### config.mk
export PLATFORM = sky130hd
export DESIGN_NAME = fbpa_ctrl
export DESIGN_NICKNAME = d
export VERILOG_FILES = /design/src/rtl/fbpa_pkg.sv /design/src/rtl/fbpa_ctrl.sv
export SDC_FILE = /design/constraint.sdc
export NUM_CORES = 1
export LEC_CHECK = 0
export BUFFER_PORTS_ARGS = -buffer_cell sky130_fd_sc_hd__clkbuf_2
export CORE_AREA = 2 2 39 41
export CTS_BUF_LIST = sky130_fd_sc_hd__clkbuf_16
export CTS_CLUSTER_SIZE = 25
export DETAILED_ROUTE_END_ITERATION = 8
export DIE_AREA = 0 0 41 43
export GPL_TIMING_DRIVEN = 0
export SLEW_MARGIN = 20
export SYNTH_ARGS = -nofsm -noshare
export SYNTH_HDL_FRONTEND = slang
export SYNTH_SLANG_ARGS = --single-unit
### constraint.sdc
create_clock -name clock -period 1.2 [get_ports clock]
set_clock_uncertainty 0.1 [all_clocks]
set_input_delay 0.06 -clock clock [delete_from_list [all_inputs] [get_ports clock]]
set_output_delay 0.06 -clock clock [all_outputs]
set_load 0.02 [all_outputs]
### src/rtl/fbpa_pkg.sv
// Package for the fixed block pool allocator: field widths, item and status codes,
// register indexes, the controller state type and the command struct.
// Depends on nothing; every other file of the block refers to it by scoped name.
`default_nettype none

package fbpa_pkg;

   // Widths fixed by the port fields
   localparam int ADDR_PORT_W = 32;
   localparam int SIZE_W      = 16;
   localparam int COUNT_W     = 11;
   localparam int MODE_W      = 2;
   localparam int STATUS_W    = 2;
   localparam int CSR_INDEX_W = 2;
   localparam int CSR_DATA_W  = 32;
   localparam int PROD_W      = COUNT_W + SIZE_W;

   typedef logic [ADDR_PORT_W-1:0] addr_port_type;
   typedef logic [SIZE_W-1:0]      size_type;
   typedef logic [COUNT_W-1:0]     count_type;
   typedef logic [MODE_W-1:0]      mode_type;
   typedef logic [STATUS_W-1:0]    status_type;
   typedef logic [CSR_INDEX_W-1:0] csr_index_type;
   typedef logic [CSR_DATA_W-1:0]  csr_data_type;
   typedef logic [PROD_W-1:0]      prod_type;

   // Item modes; the unused code behaves as a check
   localparam mode_type MODE_ALLOC = 2'd0;
   localparam mode_type MODE_FREE  = 2'd1;
   localparam mode_type MODE_CHECK = 2'd2;

   // Result status codes
   localparam status_type STATUS_OK      = 2'd0;
   localparam status_type STATUS_EMPTY   = 2'd1;
   localparam status_type STATUS_OUTSIDE = 2'd2;
   localparam status_type STATUS_FULL    = 2'd3;

   // Register indexes
   localparam csr_index_type CSR_BASE_ADDRESS = 2'd0;
   localparam csr_index_type CSR_BLOCK_BYTES  = 2'd1;
   localparam csr_index_type CSR_ENTRY_COUNT  = 2'd2;

   // Register reset values
   localparam addr_port_type RESET_BASE_ADDRESS = 32'd0;
   localparam size_type      RESET_BLOCK_BYTES  = 16'd64;
   localparam count_type     RESET_ENTRY_COUNT  = 11'd1024;

   // Controller states
   typedef enum logic [2:0] {
      S_IDLE,
      S_MUL,
      S_ADD,
      S_DECIDE,
      S_REPORT
   } state_type;

   // Commands from the controller to the datapath
   typedef struct packed {
      logic load;
      logic multiply;
      logic add;
      logic decide;
      logic report;
   } cmd_type;

endpackage

`default_nettype wire

### src/rtl/fbpa_ctrl.sv
// Controller of the fixed block pool allocator: a five-state sequencer that steps
// one item through multiply, add, decide and report. Depends on fbpa_pkg.
`default_nettype none

module fbpa_ctrl (
   input  wire logic             clock,
   input  wire logic             reset,
   input  wire logic             start,
   output logic                  busy,
   output fbpa_pkg::cmd_type     cmd
);

   fbpa_pkg::state_type state_ff;
   fbpa_pkg::state_type state_in;

   // State register
   always_ff @(posedge clock) begin
      if (reset) begin
         state_ff <= fbpa_pkg::S_IDLE;
      end else begin
         state_ff <= state_in;
      end
   end

   // Next state: an item runs straight through the four work steps.
   always_comb begin
      state_in = state_ff;
      case (state_ff)
         fbpa_pkg::S_IDLE: begin
            if (start) begin
               state_in = fbpa_pkg::S_MUL;
            end
         end
         fbpa_pkg::S_MUL:    state_in = fbpa_pkg::S_ADD;
         fbpa_pkg::S_ADD:    state_in = fbpa_pkg::S_DECIDE;
         fbpa_pkg::S_DECIDE: state_in = fbpa_pkg::S_REPORT;
         fbpa_pkg::S_REPORT: state_in = fbpa_pkg::S_IDLE;
         default:            state_in = fbpa_pkg::S_IDLE;
      endcase
   end

   // Outputs: one command per state.
   always_comb begin
      cmd  = '0;
      busy = 1'b1;
      case (state_ff)
         fbpa_pkg::S_IDLE: begin
            busy     = 1'b0;
            cmd.load = start;
         end
         fbpa_pkg::S_MUL:    cmd.multiply = 1'b1;
         fbpa_pkg::S_ADD:    cmd.add      = 1'b1;
         fbpa_pkg::S_DECIDE: cmd.decide   = 1'b1;
         fbpa_pkg::S_REPORT: cmd.report   = 1'b1;
         default:            busy         = 1'b0;
      endcase
   end

   // The sequence must not skip a step once an item has been taken.
   assert property (@(posedge clock) disable iff (reset)
      cmd.load |=> state_ff == fbpa_pkg::S_MUL)
      else $error("item taken but multiply step not entered");

   assert property (@(posedge clock) disable iff (reset)
      state_ff == fbpa_pkg::S_DECIDE |=> cmd.report)
      else $error("decide step not followed by report");

   assert property (@(posedge clock) disable iff (reset)
      $onehot0(cmd))
      else $error("more than one datapath command at once");

endmodule

`default_nettype wire

Word-level counts from Yosys, hierarchy flattened
Cells that the tools add are included.

storage, ports and cells
  register bits = 3
  input bits = 3
  output and inout port bits = 6

cells by class
  equality and inequality tests = 5
  mux-type cells = 8
  reduce and logical (&&, ||, !) cells = 2

operators by type and width
  kind                  count
  $pmux W3 S4           1
  $eq A3 B2 Y1 const B  2
  $mux W1               6
  $reduce_or A4 Y1      1
  $eq A3 B1 Y1 const B  1
  $eq A3 B3 Y1 const B  1
  $logic_not A3 Y1      1
  $mux W3               1
  $ne A2 B2 Y1 const B  1

Logic depth before layout (Yosys ltp)
Gate-level depths: netlist of the first run.

  word-level depth = 3
  gate-level depth with buffers = 3
  mapped depth without buffers = 2

Worst setup path before layout of the first run
Ideal clock, no wire load.

  path kind = register to output
  start = reg state_ff[2]
  end = out cmd[4] (netlist bit)
  data arrival time = 1191 ps
  required time = 1040 ps
  setup slack = -151 ps
  stages on the path, launching flop included = 3
  path buffers = 1
  cells stage by stage = dfxtp_1 > buf_6 > nor4b_1

RTL lines
  element                 line             text
  start, declared         fbpa_ctrl.sv:13  fbpa_pkg::state_type state_ff;
  start signal, assigned  fbpa_ctrl.sv:19  state_ff <= fbpa_pkg::S_IDLE;
  start signal, assigned  fbpa_ctrl.sv:21  state_ff <= state_in;
  end, declared           fbpa_ctrl.sv:10  output fbpa_pkg::cmd_type cmd

==> results of run 1 <==
[power groups by stage]
stage / clock network, uW / logic (uW) / registers [uW]
2_1_floorplan: 0 / 65.4 / 122
3_3_place_gp: 0 / 90.6 / 125
3_5_place_dp: 0 / 92.0 / 126
4_1_cts: 531 / 107 / 127
5_1_grt: 538 / 120 / 131
6_report: 526 / 109 / 128
[worst reg2reg max path: stages (launching register included)]
cell and delay [ps]:
dfxtp_4 390, and3b_2 220, nor2b_4 120
[cell families after synthesis]
family,Yosys count,share of synthesized area
flops,3,0.3721
buf+inv,1,0.06976
simple gates,10,0.4496
xor+xnor,2,0.1085
[metrics by stage]
stage	cell area (sq um)	hold WS, ps	setup WS (ps)
floorplan	167.7	24.28	74.80
global placement	227.7	182.6	170.6
detailed placement	227.7	188.4	168.5
CTS	336.6	402.4	-3.743
global route	351.6	408.5	-35.55
finish	351.6	393.5	19.72
[layout by cell type, fill, tap and decap left out, drive strengths merged]
master / count
dfxtp: 3
and3b: 1
xnor2: 2
nor3: 1
nor4: 1
nor4b: 1
nor3b: 2
dlygate4sd3: 2
clkbuf: 6
buf: 6
nor2b: 1
nor2: 2
inv: 1
and2: 1
[final timing paths]
check / to / slack, ps / cells after the start / from
max: cmd[4] / 20 / 2 / state_ff[0]$_SDFFE_PP0P_
min: cmd[4] / 390 / 3 / start
max reg2reg: state_ff[2]$_SDFFE_PP0P_ / 260 / 2 / state_ff[2]$_SDFFE_PP0P_
min reg2reg: state_ff[1]$_SDFFE_PP0P_ / 400 / 1 / state_ff[2]$_SDFFE_PP0P_
[what timing repair did]
item,4_1_cts,5_1_grt
resized for setup,7,9
endpoints found under the hold margin,3,0
setup buffers,1,0
hold buffers,2,0
pin swaps,1,0
setup endpoints to repair,6,6
[final cells by class]
cell class	instances	area (sq um)
well taps	16	20.02
flip-flops and latches	3	68.82
clock inverters	1	3.754
repair buffers	11	75.07
fillers	157	1032
multi-input cells	12	108.9
clock buffers	3	75.07
[metal layers]
| metal | wire [microns] | vias up | GRT usage | share of wire |
|---|---|---|---|---|
| met5 | 0 | - | 0 | 0 |
| li1 | - | 83 | - | - |
| met1 | 139 | 74 | 0.05128 | 0.37 |
| met4 | 24 | 0 | 0.08000 | 0.063 |
| met2 | 193 | 6 | 0.08125 | 0.51 |
| met3 | 21 | 3 | 0.01571 | 0.055 |
==> metrics.txt, run 1 <==
CTS tree=done; CTS Buf Count=3; slowest stage delay, CP=350 ps; first-pass GRT wire length=627 microns; synth warn=0; Max Freq=847.3 MHz; Worst EP arrival=1020 ps; DP Cell Count=40; CTS Root Cell=clkbuf_16; worst slew pin tran=212.4 ps; Critical Setup Path Class=flop to output pin; Slew Viols, Final=0; max_slew headroom=0.8571; CTS sink count=3; most instantiated library cell after synthesis=dfxtp_1; Starting Density=0.1166; fin nets=34; clock slew at reported path FFs=30 ps; worst vdd ir=0.3215 mV; Final ANT Viol Nets=0; min Tclk post-route=1180 ps; most area-consuming cells after synthesis=dfxtp_1 (37%), xnor2_1 (11%), nor3b_1 (9.3%), nor2b_4 (8.5%), buf_6 (7.0%); TritonRoute pass-1 iters=1; dominant cell type by area after synthesis=dfxtp_1; CTS H-tree depth=1; # setup viols final=0; RSZ-0062 raised after global routing=true; final setup TNS=0 ps; final wirelength=379 microns; Sw Ratio=0.2182; die extent in y=43 microns; WP buf/inv=1; cell area after synthesis=161.4 sq um; Hold Vio Cnt, Final=0; Req. time, crit path=1040 ps; drt drc=0; Power Density=2170 mW/mm^2; grt ovf=0; GR Util All Layers=0.05717; GPL Wtd Cong=0.5329; Syn Area/Cell=10.09 sq um; max reg flops=3; Area Growth Syn to Fin=117.8%; number of global-route vias before repair=165; Post-Synthesis Net Count=19; Netlist cell types=11; Post-Synthesis Cells=16; Async SR Flop Fraction=0; largest registers=state_ff: 3 flops; combinational share of power=0.144; Hold Crit Class=input pin to output pin; CP Launch Type=flop; post-synth top area share=0.3721; Non-Filler Instances=46; deepest clock path buffer count=2; Largest Register=state_ff; Clock power frac=0.689; post-synthesis sequential area ratio=0.3721; Top delay family on crit path=flip-flops; via count=166; Psw=166.4 uW; synth cell count leaders=dfxtp_1 (3), nor2_1 (2), nor3b_1 (2), xnor2_1 (2); initial antenna violation count=0; chip width=41 microns; Critical Path Sink Type=output pin; crit path max-delay cell type=dfxtp_4; final period utilization=0.9836; full die area=0.001763 sq mm; Rows=14; fin util=0.2541; crit-path max FO=6; largest net degree at the start of global routing=9; Clock Latency Late Sink=220 ps; Internal=596.4 uW; Vias/cell=3.609; max-cap viol count=0; PortBufs=8; Pleak=0.0001570 uW; Starting DRT DRC Count=0; Top FF cell, synth=dfxtp_1; EDFF count, synth=0; layout cell share with drive strength beyond 1=0.7000; io pins=9; WL/cell=8.239 microns; core region area=0.001384 sq mm; Seq pwr share=0.167; status=finished, final reports clean; worst-path cell chain=nor4b_2 > buf_4; flops & latches, synth=3; ANT cells=0; Pwr Total=762.8 uW
No activity file was read; power rests on OpenSTA's default activity.
==> inputs of run 2 (changes only) <==
==> constraint.sdc (replaced) <==
create_clock -name clock -period 1.2 [get_ports clock]
set_clock_uncertainty 0.1 [all_clocks]
set_input_delay 0.12 -clock clock [delete_from_list [all_inputs] [get_ports clock]]
set_output_delay 0.12 -clock clock [all_outputs]
set_load 0.02 [all_outputs]
==> metrics.txt, run 2 (synthesis results as in run 1) <==
worst vdd ir=0.3397 mV (was 0.3215 mV); Power Density=2149 mW/mm^2 (was 2170 mW/mm^2); Reg2Reg Setup Slack=240 ps (was 260 ps); chip width=41 microns (unchanged); combinational share of power=0.147 (was 0.144); io pins=9 (unchanged); TritonRoute pass-1 iters=2 (was 1); CTS Buf Count=3 (unchanged); drt drc=0 (unchanged); CP Launch Type=flop (unchanged); number of global-route vias before repair=153 (was 165); Sw Ratio=0.2202 (was 0.2182); deepest clock path buffer count=2 (unchanged); FF-to-FF End=state_ff[2]$_SDFFE_PP0P_ (unchanged); multi-input logic area=122.6 sq um (was 108.9 sq um); Critical Setup Path Class=flop to output pin (unchanged); WP buf/inv=1 (unchanged); Area Growth Syn to Fin=122.5% (was 117.8%); worst setup margin=-74.84 ps (was 19.72 ps); grt ovf=0 (unchanged); Placed Instance Area=227.7 sq um (unchanged); max_slew headroom=0.8567 (was 0.8571); final wirelength=394 microns (was 379 microns); ANT cells=0 (unchanged); full die area=0.001763 sq mm (unchanged); crit path max-delay cell type=dfxtp_4 (unchanged); worst r2r src=state_ff[2]$_SDFFE_PP0P_ (unchanged); slowest stage delay, CP=370 ps (was 350 ps); FILL cells=153 (was 157); # Post-CTS Setup Buffers=0 (was 1); WHS Path Cells=2 (was 3); Starting DRT DRC Count=1 (was 0); HP Start=reset (was start); min Tclk post-route=1275 ps (was 1180 ps); Max Freq=784.4 MHz (was 847.3 MHz); violated checks=negative setup slack; most common cell after layout, fill and taps aside=buf_4 (unchanged); Final ANT Viol Nets=0 (unchanged); fin util=0.2595 (was 0.2541); clock slew at reported path FFs=30 ps (about the same); CTS H-tree depth=1 (unchanged); final setup TNS=-84.89 ps (was 0 ps); Worst EP arrival=1050 ps (was 1020 ps); Reg area=71.32 sq um (was 68.82 sq um); Internal=601.8 uW (was 596.4 uW); final period utilization=1.062 (was 0.9836); Top delay family on crit path=flip-flops (unchanged); Clock power frac=0.679 (was 0.689); CTS tree=done (unchanged); status=finished with violations (was finished, final reports clean); via count=154 (was 166); max-cap viol count=0 (unchanged); core region area=0.001384 sq mm (unchanged); CTS sink count=3 (unchanged); commonest cells after routing, fill and taps aside=buf_4 (4), clkbuf_16 (3), dfxtp_4 (3) (was buf_4 (4), clkbuf_16 (3), clkbuf_2 (3)); # setup viols final=3 (was 0); Reg2Reg Depth=2 (unchanged); Critical Path Sink Type=output pin (unchanged); first-pass GRT wire length=614 microns (was 627 microns); GR Util All Layers=0.05617 (was 0.05717); initial antenna violation count=0 (unchanged); Seq pwr share=0.174 (was 0.167); Non-Filler Instances=43 (was 46); Req. time, crit path=980 ps (was 1040 ps); die extent in y=43 microns (unchanged); layout cell share with drive strength beyond 1=0.7407 (was 0.7000); worst-path cell chain=nor4b_4 > buf_4 (was nor4b_2 > buf_4); crit-path max FO=7 (was 6); Clock Latency Late Sink=220 ps (about the same); WL/cell=9.163 microns (was 8.239 microns); Psw=170.0 uW (was 166.4 uW); Worst Hold End=state_ff[2]$_SDFFE_PP0P_ (was cmd[4]); Largest Register=state_ff (unchanged); max reg flops=3 (unchanged); PortBufs=8 (unchanged); RSZ-0062 raised after global routing=true (unchanged); fin nets=31 (was 34); worst slew pin tran=213.0 ps (was 212.4 ps); largest net degree at the start of global routing=9 (unchanged); DP Cell Count=40 (unchanged); Vias/cell=3.581 (was 3.609); Hold Vio Cnt, Final=0 (unchanged); GPL Wtd Cong=0.5329 (unchanged); Hold Crit Class=input pin to flop (was input pin to output pin); Design Area, Final=359.1 sq um (was 351.6 sq um); CTS Root Cell=clkbuf_16 (unchanged); Starting Density=0.1166 (unchanged); Slew Viols, Final=0 (unchanged); Rows=14 (unchanged); Pleak=0.0001547 uW (was 0.0001570 uW); largest registers=state_ff: 3 flops (unchanged)
[run 2: metrics by stage]
| stage | power, uW | setup slack [ps] | hold WS (ps) |
|---|---|---|---|
| after floorplan | 187.8 | 14.80 | 84.28 |
| after global placement | 215.9 | 110.6 | 242.6 |
| after detailed placement | 217.8 | 108.5 | 248.4 |
| after CTS | 760.2 | -68.17 | 6.953 |
| after global routing | 798.8 | -114.1 | 12.92 |
| final | 771.8 | -74.84 | 5.617 |
[run 2: layout make-up]
| type | instances | share of cell area |
|---|---|---|
| Timing Repair Buffer | 8 | 0.1847 |
| Tap cell | 16 | 0.05575 |
| Clock inverter | 1 | 0.01045 |
| Clock buffer | 3 | 0.2091 |
| Multi-Input combinational cell | 12 | 0.3415 |
| Sequential cell | 3 | 0.1986 |
[run 2: worst max-delay path by stage]
| stage | start | endpoint | slack (ps) | depth (start not counted) |
|---|---|---|---|---|
| after floorplan | state_ff[0]$_SDFFE_PP0P_ | cmd[3] | 10 | 1 |
| after global placement | state_ff[2]$_SDFFE_PP0P_ | cmd[4] | 110 | 3 |
| after detailed placement | state_ff[2]$_SDFFE_PP0P_ | cmd[4] | 110 | 3 |
| after CTS | state_ff[0]$_SDFFE_PP0P_ | cmd[4] | -70 | 2 |
| after global routing | state_ff[1]$_SDFFE_PP0P_ | cmd[4] | -110 | 2 |
| final | state_ff[1]$_SDFFE_PP0P_ | cmd[4] | -70 | 2 |
[run 2: what timing repair did]
action	CTS	global route
pin swaps	1	1
endpoints found under the setup margin	6	6
hold buffers	0	0
resized for setup	13	12
[run 2: metal layers]
metal / part of all wire / up-vias / routed length, microns / GRT usage
met5: 0 / - / 0 / 0
met4: 0.058 / 0 / 23 / 0.08000
met3: 0.041 / 3 / 16 / 0.01571
met2: 0.57 / 6 / 223 / 0.08125
met1: 0.33 / 68 / 131 / 0.04808
li1: - / 77 / - / -
[run 2: power groups by stage]
| stage | logic [uW] | registers [uW] | clock network [uW] |
|---|---|---|---|
| 2_1_floorplan | 65.4 | 122 | 0 |
| 3_3_place_gp | 90.6 | 125 | 0 |
| 3_5_place_dp | 92.0 | 126 | 0 |
| 4_1_cts | 102 | 128 | 531 |
| 5_1_grt | 123 | 138 | 538 |
| 6_report | 113 | 134 | 524 |
[run 2: worst register-to-register path, stage by stage, from the launching register on]
cell and delay, ps:
dfxtp_4 390, and3b_2 240, nor2b_4 120
